$ cat config.mk
export PLATFORM = sky130hd
export DESIGN_NAME = message_retry_and_link_timer_top
export DESIGN_NICKNAME = d
export VERILOG_FILES = /design/src/rtl/mrlt_pkg.sv /design/src/rtl/message_retry_and_link_timer_top.sv /design/src/rtl/mrlt_in_reg.sv /design/src/rtl/mrlt_chan.sv /design/src/rtl/mrlt_secs.sv
export SDC_FILE = /design/constraint.sdc
export NUM_CORES = 1
export LEC_CHECK = 0
export BUFFER_PORTS_ARGS = -buffer_cell sky130_fd_sc_hd__buf_2
export CORE_ASPECT_RATIO = 1.1
export CORE_UTILIZATION = 35
export CTS_CLUSTER_DIAMETER = 150
export CTS_CLUSTER_SIZE = 10
export DETAILED_ROUTE_END_ITERATION = 8
export GPL_TIMING_DRIVEN = 1
export HOLD_SLACK_MARGIN = 0.1
export RECOVER_POWER = 25
export SLEW_MARGIN = 20
export SYNTH_ARGS = -nofsm -noshare
export SYNTH_HDL_FRONTEND = slang
export SYNTH_SLANG_ARGS = --single-unit
$ cat constraint.sdc
create_clock -name clk -period 10 [get_ports clk]
set_input_delay 3 -clock clk [delete_from_list [all_inputs] [get_ports clk]]
set_output_delay 3 -clock clk [all_outputs]
set_load 0.02 [all_outputs]
$ cat src/rtl/mrlt_pkg.sv
// ---------------------------------------------------------------------------
// mrlt_pkg
// Types, widths, register indexes and reset values of the retry/link timer.
// ---------------------------------------------------------------------------
package mrlt_pkg;

  localparam int CountW    = 16;
  localparam int SentW     = 4;
  localparam int CfgIdxW   = 3;
  localparam int CfgDataW  = 16;
  localparam int InDataW   = 8;
  localparam int OutDataW  = 8;
  localparam int InFields  = 6;
  localparam int OutFields = 5;

  typedef logic [CountW-1:0] count_t;
  typedef logic [SentW-1:0]  sent_t;

  typedef enum logic [CfgIdxW-1:0] {
    REG_DIRECT_PERIOD    = 3'd0,
    REG_CLEANUP_PERIOD   = 3'd1,
    REG_LINK_PERIOD      = 3'd2,
    REG_RETRY_LIMIT      = 3'd3,
    REG_TICKS_PER_SECOND = 3'd4,
    REG_LINK_TIMEOUT     = 3'd5
  } cfg_reg_t;

  localparam count_t DirectPeriodRst   = 16'd200;
  localparam count_t CleanupPeriodRst  = 16'd200;
  localparam count_t LinkPeriodRst     = 16'd500;
  localparam sent_t  RetryLimitRst     = 4'd3;
  localparam count_t TicksPerSecondRst = 16'd1000;
  localparam count_t LinkTimeoutRst    = 16'd240;

  // one millisecond tick
  typedef struct packed {
    logic direct_enable;
    logic cleanup_enable;
    logic direct_restart;
    logic cleanup_restart;
    logic link_arm;
    logic start_link;
  } tick_t;

  // per-channel status for this tick
  typedef struct packed {
    logic send;     // retransmission requested
    logic exhaust;  // period reached with retries used up
  } chan_stat_t;

endpackage

$ cat src/rtl/message_retry_and_link_timer_top.sv
// ---------------------------------------------------------------------------
// message_retry_and_link_timer_top
// Direct, cleanup and link retransmission timers with a linking timeout.
// ---------------------------------------------------------------------------
// One input transaction is one millisecond tick and yields exactly one result
// transaction. A tick goes through an input register and then a result
// register; the result register loads once the tick is in the input register
// and the output is empty or being taken. One tick is taken every cycle while
// the output is not stalled; the channel and seconds counters count, compare
// and update combinationally. While a result waits on the output, the input
// register takes one more tick and then holds off. Registers are to be written
// only while idle by the user; the block itself does not enforce this.
module message_retry_and_link_timer_top (
  input  logic                           clk,
  input  logic                           rst,
  input  logic                           s_axis_tvalid,
  output logic                           s_axis_tready,
  // [0] direct_enable [1] cleanup_enable [2] direct_restart
  // [3] cleanup_restart [4] link_arm [5] start_link [7:6] zero
  input  logic [mrlt_pkg::InDataW-1:0]   s_axis_tdata,
  output logic                           m_axis_tvalid,
  input  logic                           m_axis_tready,
  // [0] send_direct [1] send_cleanup [2] send_link
  // [3] link_retry_active [4] linking_active [7:5] zero
  output logic [mrlt_pkg::OutDataW-1:0]  m_axis_tdata,
  input  logic                           cfg_we,
  input  logic [mrlt_pkg::CfgIdxW-1:0]   cfg_index,
  input  logic [mrlt_pkg::CfgDataW-1:0]  cfg_data
);
  import mrlt_pkg::*;

  count_t direct_period, cleanup_period, link_period;
  count_t ticks_per_second, link_timeout;
  sent_t  retry_limit;

  tick_t      item;
  logic       item_valid, step;
  chan_stat_t direct_stat, cleanup_stat, link_stat;
  logic       link_flag, link_active, link_flag_next, linking_next;

  always_ff @(posedge clk) begin
    if (rst) begin
      direct_period    <= DirectPeriodRst;
      cleanup_period   <= CleanupPeriodRst;
      link_period      <= LinkPeriodRst;
      retry_limit      <= RetryLimitRst;
      ticks_per_second <= TicksPerSecondRst;
      link_timeout     <= LinkTimeoutRst;
    end else if (cfg_we) begin
      case (cfg_reg_t'(cfg_index))
        REG_DIRECT_PERIOD:    direct_period    <= cfg_data;
        REG_CLEANUP_PERIOD:   cleanup_period   <= cfg_data;
        REG_LINK_PERIOD:      link_period      <= cfg_data;
        REG_RETRY_LIMIT:      retry_limit      <= cfg_data[SentW-1:0];
        REG_TICKS_PER_SECOND: ticks_per_second <= cfg_data;
        REG_LINK_TIMEOUT:     link_timeout     <= cfg_data;
        default: ;
      endcase
    end
  end

  assign step = item_valid && (!m_axis_tvalid || m_axis_tready);

  mrlt_in_reg u_in (
    .clk           (clk),
    .rst           (rst),
    .s_axis_tvalid (s_axis_tvalid),
    .s_axis_tready (s_axis_tready),
    .s_axis_tdata  (s_axis_tdata),
    .take          (step),
    .valid         (item_valid),
    .item          (item)
  );

  mrlt_chan u_direct (
    .clk           (clk),
    .rst           (rst),
    .step          (step),
    .active        (item.direct_enable),
    .restart       (item.direct_restart),
    .give_up_clear (1'b0),
    .period        (direct_period),
    .limit         (retry_limit),
    .stat          (direct_stat)
  );

  mrlt_chan u_cleanup (
    .clk           (clk),
    .rst           (rst),
    .step          (step),
    .active        (item.cleanup_enable),
    .restart       (item.cleanup_restart),
    .give_up_clear (1'b0),
    .period        (cleanup_period),
    .limit         (retry_limit),
    .stat          (cleanup_stat)
  );

  // arm takes effect before the tick is counted
  assign link_active    = item.link_arm || link_flag;
  assign link_flag_next = link_active && !link_stat.exhaust;

  mrlt_chan u_link (
    .clk           (clk),
    .rst           (rst),
    .step          (step),
    .active        (link_active),
    .restart       (item.link_arm),
    .give_up_clear (1'b1),
    .period        (link_period),
    .limit         (retry_limit),
    .stat          (link_stat)
  );

  mrlt_secs u_secs (
    .clk              (clk),
    .rst              (rst),
    .step             (step),
    .start            (item.start_link),
    .ticks_per_second (ticks_per_second),
    .timeout          (link_timeout),
    .linking_next     (linking_next)
  );

  always_ff @(posedge clk) begin
    if (rst) begin
      link_flag <= 1'b0;
    end else if (step) begin
      link_flag <= link_flag_next;
    end
  end

  always_ff @(posedge clk) begin
    if (rst) begin
      m_axis_tvalid <= 1'b0;
    end else if (step) begin
      m_axis_tvalid <= 1'b1;
    end else if (m_axis_tready) begin
      m_axis_tvalid <= 1'b0;
    end
  end

  always_ff @(posedge clk) begin
    if (step) begin
      m_axis_tdata <= {{(OutDataW-OutFields){1'b0}}, linking_next, link_flag_next,
                       link_stat.send, cleanup_stat.send, direct_stat.send};
    end
  end

endmodule

$ cat src/rtl/mrlt_in_reg.sv
// ---------------------------------------------------------------------------
// mrlt_in_reg
// Input register: captures one tick transaction and unpacks its fields.
// ---------------------------------------------------------------------------
module mrlt_in_reg (
  input  logic                          clk,
  input  logic                          rst,
  input  logic                          s_axis_tvalid,
  output logic                          s_axis_tready,
  input  logic [mrlt_pkg::InDataW-1:0]  s_axis_tdata,
  input  logic                          take,
  output logic                          valid,
  output mrlt_pkg::tick_t               item
);
  import mrlt_pkg::*;

  logic [InFields-1:0] data;

  assign s_axis_tready = !valid || take;

  always_ff @(posedge clk) begin
    if (rst) begin
      valid <= 1'b0;
    end else if (s_axis_tready) begin
      valid <= s_axis_tvalid;
    end
  end

  always_ff @(posedge clk) begin
    if (s_axis_tvalid && s_axis_tready) begin
      data <= s_axis_tdata[InFields-1:0];
    end
  end

  always_comb begin
    item.direct_enable   = data[0];
    item.cleanup_enable  = data[1];
    item.direct_restart  = data[2];
    item.cleanup_restart = data[3];
    item.link_arm        = data[4];
    item.start_link      = data[5];
  end

endmodule

$ cat src/rtl/mrlt_chan.sv
// ---------------------------------------------------------------------------
// mrlt_chan
// One retransmission channel: period counter and sent counter.
// ---------------------------------------------------------------------------
module mrlt_chan (
  input  logic                 clk,
  input  logic                 rst,
  input  logic                 step,
  input  logic                 active,
  input  logic                 restart,
  input  logic                 give_up_clear,
  input  mrlt_pkg::count_t     period,
  input  mrlt_pkg::sent_t      limit,
  output mrlt_pkg::chan_stat_t stat
);
  import mrlt_pkg::*;

  count_t count, count_next, count_base, count_inc;
  sent_t  sent, sent_next, sent_base;
  logic   hit, below;

  always_comb begin
    count_base = restart ? '0 : count;
    sent_base  = restart ? '0 : sent;
    count_inc  = count_base + count_t'(1);
    hit        = active && (count_inc >= period);
    below      = sent_base < limit;
    stat.send    = hit && below;
    stat.exhaust = hit && !below;
    count_next = active ? (hit ? '0 : count_inc) : count_base;
    if (hit && below) begin
      sent_next = sent_base + sent_t'(1);
    end else if (hit && give_up_clear) begin
      sent_next = '0;
    end else begin
      sent_next = sent_base;
    end
  end

  always_ff @(posedge clk) begin
    if (rst) begin
      count <= '0;
      sent  <= '0;
    end else if (step) begin
      count <= count_next;
      sent  <= sent_next;
    end
  end

endmodule

$ cat src/rtl/mrlt_secs.sv
// ---------------------------------------------------------------------------
// mrlt_secs
// Tick-to-second divider and linking timeout.
// ---------------------------------------------------------------------------
module mrlt_secs (
  input  logic             clk,
  input  logic             rst,
  input  logic             step,
  input  logic             start,
  input  mrlt_pkg::count_t ticks_per_second,
  input  mrlt_pkg::count_t timeout,
  output logic             linking_next
);
  import mrlt_pkg::*;

  count_t tick_count, tick_next, tick_inc;
  count_t secs, secs_base, secs_next;
  logic   linking, linking_base, sec_edge;

  always_comb begin
    tick_inc     = tick_count + count_t'(1);
    sec_edge     = tick_inc >= ticks_per_second;
    tick_next    = sec_edge ? '0 : tick_inc;
    linking_base = start || linking;
    secs_base    = start ? '0 : secs;
    linking_next = linking_base;
    secs_next    = secs_base;
    if (sec_edge && linking_base) begin
      // compare uses the count before this second is added
      if (secs_base >= timeout) begin
        linking_next = 1'b0;
        secs_next    = '0;
      end else begin
        secs_next = secs_base + count_t'(1);
      end
    end
  end

  always_ff @(posedge clk) begin
    if (rst) begin
      tick_count <= '0;
      secs       <= '0;
      linking    <= 1'b0;
    end else if (step) begin
      tick_count <= tick_next;
      secs       <= secs_next;
      linking    <= linking_next;
    end
  end

endmodule

Yosys cells after proc, flatten, opt, wreduce, memory -nomap -nowiden. Index checks and enable logic that the tools add are counted.

Mux-type cells: 24. Div/mod/pow operators: 0. Add/sub/neg operators: 8. $mul: 0. Bitwise logic cells: 0. Reduce and logical (&&, ||, !) cells: 27. Equal/unequal tests: 5. Shift-type cells: 0. Magnitude comparators: 8.

Operators by type and width (count): 16-bit two-way mux (13); 16-bit by 1-bit adder with 16-bit output (second input constant) (5); 16-bit greater-or-equal comparator (5); 4-bit two-way mux (7); 4-bit by 1-bit adder with 4-bit output (second input constant) (3); 4-bit less-than comparator (3); 2-bit AND reduction (6); 1-bit logical AND (11); 3-bit by 2-bit equality test with 1-bit output (second input constant) (2); 3-bit equality test (second input constant) (2); 1-bit logical NOT (4); 1-bit logical OR (4); 1-bit two-way mux (4); 3-bit by 1-bit equality test with 1-bit output (second input constant) (1); 3-bit logical NOT (1); 2-bit nonzero test (1).

Memories: 0. Word-level logic and storage cells: 92. Bits of input ports: 32. RAM bits: 0. Latch bits: 0. Memory bits (read-only): 0. Register bits after elaboration: 191. Output and inout port bits: 10.

Depth between registers and ports, before layout. Gate-level depths: netlist (run 1).

Depth in word-level cells: 7. Gate-level depth with buffers: 20. Gate-level depth less buffers: 15.

Hierarchy. From an unflattened synthesis (run 1), not the netlist that was laid out.

Cell total of the unflattened synthesis: 1391. Area, all modules: 11456.0 um^2.

By module, submodules not included: mrlt_chan (area an instance 1700.4 um^2, instances 3, sequential area each 400.4 um^2, cells an instance 210); message_retry_and_link_timer_top (area an instance 3290.7 um^2, instances 1, sequential area each 1871.8 um^2, cells an instance 380); mrlt_secs (area an instance 2829.0 um^2, instances 1, sequential area each 660.6 um^2, cells an instance 370); mrlt_in_reg (area an instance 235.2 um^2, instances 1, sequential area each 200.2 um^2, cells an instance 11).

Worst setup path before layout (run 1). No wires, ideal clock.

Path kind: in2out. From: in m_axis_tready. To: out s_axis_tready. Stages on the path: 2. Buffers on the path: 0. Data arrival time: 3264 ps. Setup slack: 3736 ps. Path through: nor2b_4 > nand2_1.

Word-level cells in the longest chain between the ends: 3.

Ends and longest elaborated chain: start, declared (line message_retry_and_link_timer_top.sv:22) `input logic m_axis_tready,`; 1-bit logical OR (line message_retry_and_link_timer_top.sv:62) `assign step = item_valid && (!m_axis_tvalid || m_axis_tready);`; 1-bit logical AND (line message_retry_and_link_timer_top.sv:62); 1-bit logical OR (line mrlt_in_reg.sv:19) `assign s_axis_tready = !valid || take;`; end, declared (line message_retry_and_link_timer_top.sv:17) `output logic s_axis_tready,`.

Every way passes these cells.

Final worst setup path (run 1). Ends and elaborated chain as after synthesis.

==> results.yml, run 1 <==
setup_path:
  cpPeakStageDelay_ps: 220
  worst_ep_arrival_time_ps: 3550
  path_buf_inv: 2
  worst-r2r-setup-slack_ps: 5240
  worst_r2r_startpoint: "u_in.data[4]"
  critPathLaunchType: "primary input"
  worst-path-stages: 4
  r2r_cells: 15
  critical_path.top_delay_family: "simple AND/OR/NAND/NOR gates"
  crit_path_end_kind: "output pin"
  crit_path_top_delay_cell: "nor2b_1"
  crit_chain: "clkbuf_1 -> nor2b_1 -> nand2_1 -> buf_2"
  path_class: "in -> out"
  regToRegEndpoint: "u_link.sent[3]"
  crit_start: "m_axis_tready"
  required_ps: 7000
  cp-endpoint: "s_axis_tready"
  crit_path_max_fanout: 4
timing:
  skew_ps: 12.5
  post-route-min-period_ps: 6550
  hold_viol: 0
  finalCritPeriodShare_pct: 65.5
  worst_slack_ps: 3450
  tns_ps: 0
  rsz0062_at_grt: "no"
  drv_slew: 135
  slew_headroom_pct: -63.6
  tightest_slew_ps: 2450
  setup_viol_count_final: 0
  max_freq_mhz: 153
global_route:
  antenna_found_initial: 2
  grt_overflow_total: 0
  grt_pass1_vias: 9050
  grt_usage_pct: 17.1
  grt_max_degree: 60
  grt_pass1_wl_um: 45400
routing:
  drc_errors: 0
  drt-wirelength-per-cell_um: 15.0
  ant_nets: 0
  via_per_inst: 5.20
  drt_iter0_drc: 696
  vias: 9594
  firstDrtPassIters: 5
  routed_wirelength_um: 27600
synthesis:
  synthCells: 1415
  synth_largest_area_cell: "dfxtp_1"
  synth_edf_count: 11
  syn_avg_cell_area_um2: 7.91
  synth_flop_cell: "dfxtp_1"
  yosysTopAreaCellShare_pct: 32.2
  netlist_top_cells_area: "dfxtp_1 (32%), ha_1 (11%), nand2_1 (7.6%), a21oi_1 (5.9%), inv_1 (3.7%)"
  async_flop_share_pct: 0
  syn-cell-area_um2: 11200
  ys_types: 85
  ys_warn_count: 0
  ys_ff_latch: 191
  seq_area_frac_synth_pct: 35.1
status:
  outcome: "complete, but fails checks"
  violations: "max-capacitance violations, max-slew violations"
power_and_ir_drop:
  p_leak_nw: 4.72
  power.internal_w: 0.00118
  vdd_ir_drop_max_uv: 88.9
  p_sw_w: 0.000406
  comb_power_share_pct: 7.3
  p_seq_share_pct: 49.8
  power.density_nw_per_um2: 130
  clkPwrFrac_pct: 42.8
  total_power_w: 0.00159
  netSwitchingFraction_pct: 25.6
clock_tree:
  post_cts_buffers: 0
  root_buffer: "clkbuf_16"
  post_cts_resized: 0
  clk_latency_ps: 440
  htreeDepth: 4
  holdBufCountCts: 0
  clock_path_buffers: 2
  cts_made_buffers: 17
  path_clk_slew_ps: 70
  cts_tree: "done"
  cts.sinks: 191
placement:
  port_buffers: 36
  place_inst: 1811
  place.gp.congestion: 0.791
  dp_hpwl_um: 19500
  pre_cts_ws_ps: 3520
finish:
  drive_above_1_share_pct: 7.31
  final_nets: 1539
  n_fill_cell: 3239
  layout_common_cells: "nand2_1 (227), dfxtp_1 (180), a21oi_1 (133), inv_1 (109), nor2_1 (106)"
  multi_input_area_um2: 6570
  regArea_um2: 3930
  area_growth_pct: 9.36
  fin_cells: 1844
  layout_commonest_cell: "nand2_1"
worst_hold_path:
  min_path_type: "reg -> reg"
floorplanning:
  start_util_pct: 35.7
  rows: 68
  io_pins: 42
  fp.coreArea_um2: 31400
  die_w_um: 173
  dieArea_um2: 32700
  fp.dieH_um: 190
flow_run:
  cap_viol_max_count: 3
[tightest hold or removal path, cell delays in order (launching register included)]
cell and delay, ps:
dfxtp_1 310, nand2_1 50, a21oi_1 50
[metal layers]
metal,vias up,wire length (um),track usage [%],part of all wire [%]
met5,-,13,0,0.047
met4,2,346,5.15,1.3
met3,19,983,2.68,3.6
met2,129,13000,28.9,47
met1,4561,13300,22.4,48
li1,4883,-,-,-
[kinds of logic (layout without fill, tap and decap cells)]
family	after synthesis	after routing	share of synthesized area, %
buffers and inverters	182	188	6.46
XOR/XNOR	56	56	4.38
flip-flops	191	191	35.1
other	1	4	0.0335
AO/OA/AOI/OAI	309	309	18.0
AND/OR/NAND/NOR	571	571	24.5
multiplexers	8	8	0.737
adder cells (fa/ha/maj)	97	97	10.8
[cell usage after synthesis (15+ instances only)]
master / n
a21o_1: 17
clkbuf_1: 48
xnor2_1: 33
ha_1: 97
xor2_1: 23
a21oi_1: 133
a22oi_1: 31
nand2b_1: 22
nand2_1: 227
dfxtp_1: 180
nor2_1: 108
nand3_1: 73
o211ai_1: 24
nor2b_1: 34
inv_1: 109
nor3_1: 17
nand4_1: 15
o21ai_0: 28
[per-stage QoR]
stage / hold slack [ps] / utilization (%) / instance area [um^2]
detailed placement: 446 / 37.2 / 11700
CTS: 456 / 39.0 / 12300
global placement: 442 / 37.2 / 11700
global route: 469 / 39.0 / 12200
floorplan: 436 / - / 11200
finish: 453 / 39.0 / 12200
[area by class of cell]
type                       count  share of cell area, %
inverter                     112                   3.43
timing repair buffer          44                   1.81
tap                          420                   4.29
antenna                        1                 0.0204
clock buffer                  22                   3.88
multi-input combinational   1044                   53.6
clock inverter                10                  0.807
sequential                   191                   32.1
[power by group through the flow]
stage | combinational [W] | sequential, W | clock, W
after floorplan | 0.0000791 | 0.000806 | 0
after global placement | 0.000115 | 0.000809 | 0
after detailed placement | 0.000117 | 0.000809 | 0
after CTS | 0.000117 | 0.000791 | 0.000695
after global routing | 0.000130 | 0.000793 | 0.000725
final | 0.000117 | 0.000791 | 0.000681
[state kept, by name (all words and copies together) (netlist names), 5 cells and up]
register,cells
u_secs.secs,16
direct_period,16
link_timeout,16
u_link.count,16
m_axis_tdata,5
u_cleanup.count,16
cleanup_period,16
u_secs.tick_count,16
u_direct.count,16
ticks_per_second,16
link_period,16
u_in.data,6
[worst min-delay path by stage]
stage,from,end,depth (start not counted)
after floorplan,cleanup_period[10],cleanup_period[10],2
after global placement,direct_period[10],direct_period[10],2
after detailed placement,cleanup_period[14],cleanup_period[14],2
after CTS,cleanup_period[15],cleanup_period[15],2
after global routing,cleanup_period[1],cleanup_period[1],2
final,cleanup_period[15],cleanup_period[15],2
Power figures use the tool's default switching activity.
==> inputs of run 2 (changes only) <==
--- a/config.mk
+++ b/config.mk
@@ -5,6 +5,7 @@
 export SDC_FILE = /design/constraint.sdc
 export NUM_CORES = 1
 export LEC_CHECK = 0
+export ABC_AREA = 1
 export BUFFER_PORTS_ARGS = -buffer_cell sky130_fd_sc_hd__buf_2
 export CORE_ASPECT_RATIO = 1.1
 export CORE_UTILIZATION = 35
==> constraint.sdc (replaced) <==
create_clock -name clk -period 6.4 [get_ports clk]
set_input_delay 1.92 -clock clk [delete_from_list [all_inputs] [get_ports clk]]
set_output_delay 1.92 -clock clk [all_outputs]
set_load 0.02 [all_outputs]
==> run 2 against run 1 <==
The flow still finishes with violations (max-capacitance violations, max-slew violations). Via count is 11% higher. Global-route usage is 0.99 points higher. Power is 64% higher. Critical endpoint is now retry_limit[2]. Final cell count is 18% higher. Largest cell class unchanged.
==> results.yml, run 2 <==
status:
  outcome: "complete, but fails checks"
  violations: "max-capacitance violations, max-slew violations"
worst_hold_path:
  hold_depth: 2
  hp-start: "link_period[13]"
  min_path_type: "reg -> reg"
  min_to: "link_period[13]"
global_route:
  antenna_found_initial: 0
  grt_overflow_total: 0
  grt_max_degree: 59
  grt_pass1_vias: 9860
  grt_pass1_wl_um: 49800
  grt_usage_pct: 18.1
synthesis:
  async_flop_share_pct: 0
  synth_flop_cell: "dfxtp_1"
  yosys-top-cells-count: "nand2_1 (361), inv_1 (269), a21oi_1 (207)"
  ys_warn_count: 0
  syn_avg_cell_area_um2: 6.85
  yosysTopAreaCellShare_pct: 30.5
  synth_largest_area_cell: "dfxtp_1"
  syn-cell-area_um2: 11800
  synthCells: 1726
  netlist_top_cells_area: "dfxtp_1 (30%), nand2_1 (11%), ha_1 (10%), a21oi_1 (8.8%), inv_1 (8.5%)"
  seq_area_frac_synth_pct: 33.3
  ys_ff_latch: 191
  ys_types: 42
  synthMostInstantiatedCell: "nand2_1"
  synth_edf_count: 11
clock_tree:
  post_cts_buffers: 0
  cts.sinks: 191
  htreeDepth: 4
  path_clk_slew_ps: 80
  post_cts_resized: 0
  clk_latency_ps: 450
  cts_made_buffers: 17
  holdBufCountCts: 0
  clock_path_buffers: 2
  cts_tree: "done"
  root_buffer: "clkbuf_16"
timing:
  setup_viol_count_final: 0
  rsz0062_at_grt: "no"
  worst_slack_ps: 2040
  finalCritPeriodShare_pct: 68.2
  drv_slew: 117
  slew_headroom_pct: -113
  tightest_slew_ps: 3190
  tns_ps: 0
  post-route-min-period_ps: 4360
  hold_viol: 0
  skew_ps: 14.0
  max_freq_mhz: 229
finish:
  layout_common_cells: "nand2_1 (360), inv_1 (270), a21oi_1 (207), dfxtp_1 (180), nor2_1 (147)"
  area_growth_pct: 8.71
  drive_above_1_share_pct: 6.50
  fin_area_um2: 12900
  n_antenna_cell: 0
  layout_commonest_cell: "nand2_1"
  final_nets: 1855
floorplanning:
  dieArea_um2: 34500
  io_pins: 42
  die_w_um: 177
  fp.dieH_um: 195
  rows: 70
  start_util_pct: 35.5
  fp.coreArea_um2: 33300
routing:
  via_per_inst: 4.89
  drt-wirelength-per-cell_um: 13.9
  routed_wirelength_um: 30100
  vias: 10600
  firstDrtPassIters: 7
  drc_errors: 0
  drt_iter0_drc: 680
  ant_nets: 0
placement:
  dpl-instance-area_um2: 12300
  pre_cts_ws_ps: 2130
  port_buffers: 36
  place.gp.congestion: 0.849
  dp_hpwl_um: 21500
setup_path:
  path_class: "in -> reg"
  r2r_cells: 18
  required_ps: 6770
  crit_path_max_fanout: 58
  worst_r2r_startpoint: "u_secs.tick_count[0]"
  worst-r2r-setup-slack_ps: 2410
  critPathLaunchType: "primary input"
  regToRegEndpoint: "u_secs.secs[5]"
  crit_path_end_kind: "flop"
  worst_ep_arrival_time_ps: 4740
power_and_ir_drop:
  p_leak_nw: 5.91
  vdd_ir_drop_max_uv: 194
  total_power_w: 0.00261
  power.density_nw_per_um2: 203
flow_run:
  cap_viol_max_count: 2
==> run 2: changes by cell type after synthesis, moves of 13 or more <==
| cell | before | now |
|---|---|---|
| nor2_2 | 1 | 14 |
| nor2b_1 | 34 | 0 |
| a21o_1 | 17 | 3 |
| inv_1 | 109 | 269 |
| xor2_1 | 23 | 48 |
| a21oi_1 | 133 | 207 |
| a22oi_1 | 31 | 9 |
| nor2_1 | 108 | 148 |
| nand2_1 | 227 | 361 |
| and3_1 | 13 | 0 |
| xnor2_1 | 33 | 9 |
| nand2b_1 | 22 | 0 |
| o21ai_0 | 28 | 117 |
==> run 2: layer usage <==
metal | global-route usage (%) | routed length (um) | vias to the layer above
met5 | 0 | 0 | -
met4 | 5.73 | 627 | 0
met3 | 2.82 | 1090 | 37
met2 | 30.4 | 14100 | 178
met1 | 23.6 | 14300 | 4862
li1 | - | - | 5541
==> run 2: through the flow <==
| stage | hold WS, ps | util (%) | cells |
|---|---|---|---|
| floorplan | 435 | - | 1728 |
| global placement | 452 | 37.0 | 2139 |
| finish | 463 | 38.6 | 2171 |
| global route | 479 | 38.6 | 2171 |
| detailed placement | 454 | 37.0 | 2139 |
| CTS | 465 | 38.7 | 2171 |
==> run 2: final cells by class <==
cell class | count | area, um^2
Fill cell | 3554 | 20400
Clock inverter | 14 | 123
Inverter | 282 | 1060
Multi-Input combinational cell | 1191 | 6550
Timing Repair Buffer | 43 | 211
Sequential cell | 191 | 3930
Clock buffer | 18 | 439
Tap cell | 432 | 541
==> run 2: how the worst max path moves through the flow <==
stage / endpoint / start / slack [ps] / depth (start not counted)
6_report: retry_limit[2] / rst / 2040 / 5
5_1_grt: link_timeout[2] / rst / 1580 / 5
4_1_cts: s_axis_tready / m_axis_tready / 2130 / 4
3_5_place_dp: s_axis_tready / m_axis_tready / 2130 / 4
3_3_place_gp: s_axis_tready / m_axis_tready / 2140 / 4
2_1_floorplan: s_axis_tready / m_axis_tready / 2310 / 2
==> run 2: critical path, cell delays in order <==
cell and delay (ps):
clkbuf_1 80, inv_1 1110, clkbuf_1 1150, o21ai_0 270, a21oi_1 190
==> run 2: logic make-up (layout without fill, tap and decap cells) <==
| family | count (synthesis) | after routing | share of synthesized area [%] |
|---|---|---|---|
| flip-flops | 191 | 191 | 33.3 |
| AND/OR/NAND/NOR | 657 | 657 | 23.6 |
| AO/OA/AOI/OAI | 376 | 376 | 17.0 |
| adder cells (fa/ha/maj) | 97 | 97 | 10.3 |
| buffers and inverters | 346 | 357 | 11.5 |
| XOR/XNOR | 58 | 58 | 4.36 |
| other | 1 | 3 | 0.0317 |
==> run 2: where the power goes <==
group          leakage [nW]  internal [W]  switching [W]
registers              1.57       0.00124      0.0000280
logic                  4.06     0.0000841       0.000203
clock network         0.276      0.000524       0.000527
total                  5.91       0.00185       0.000758
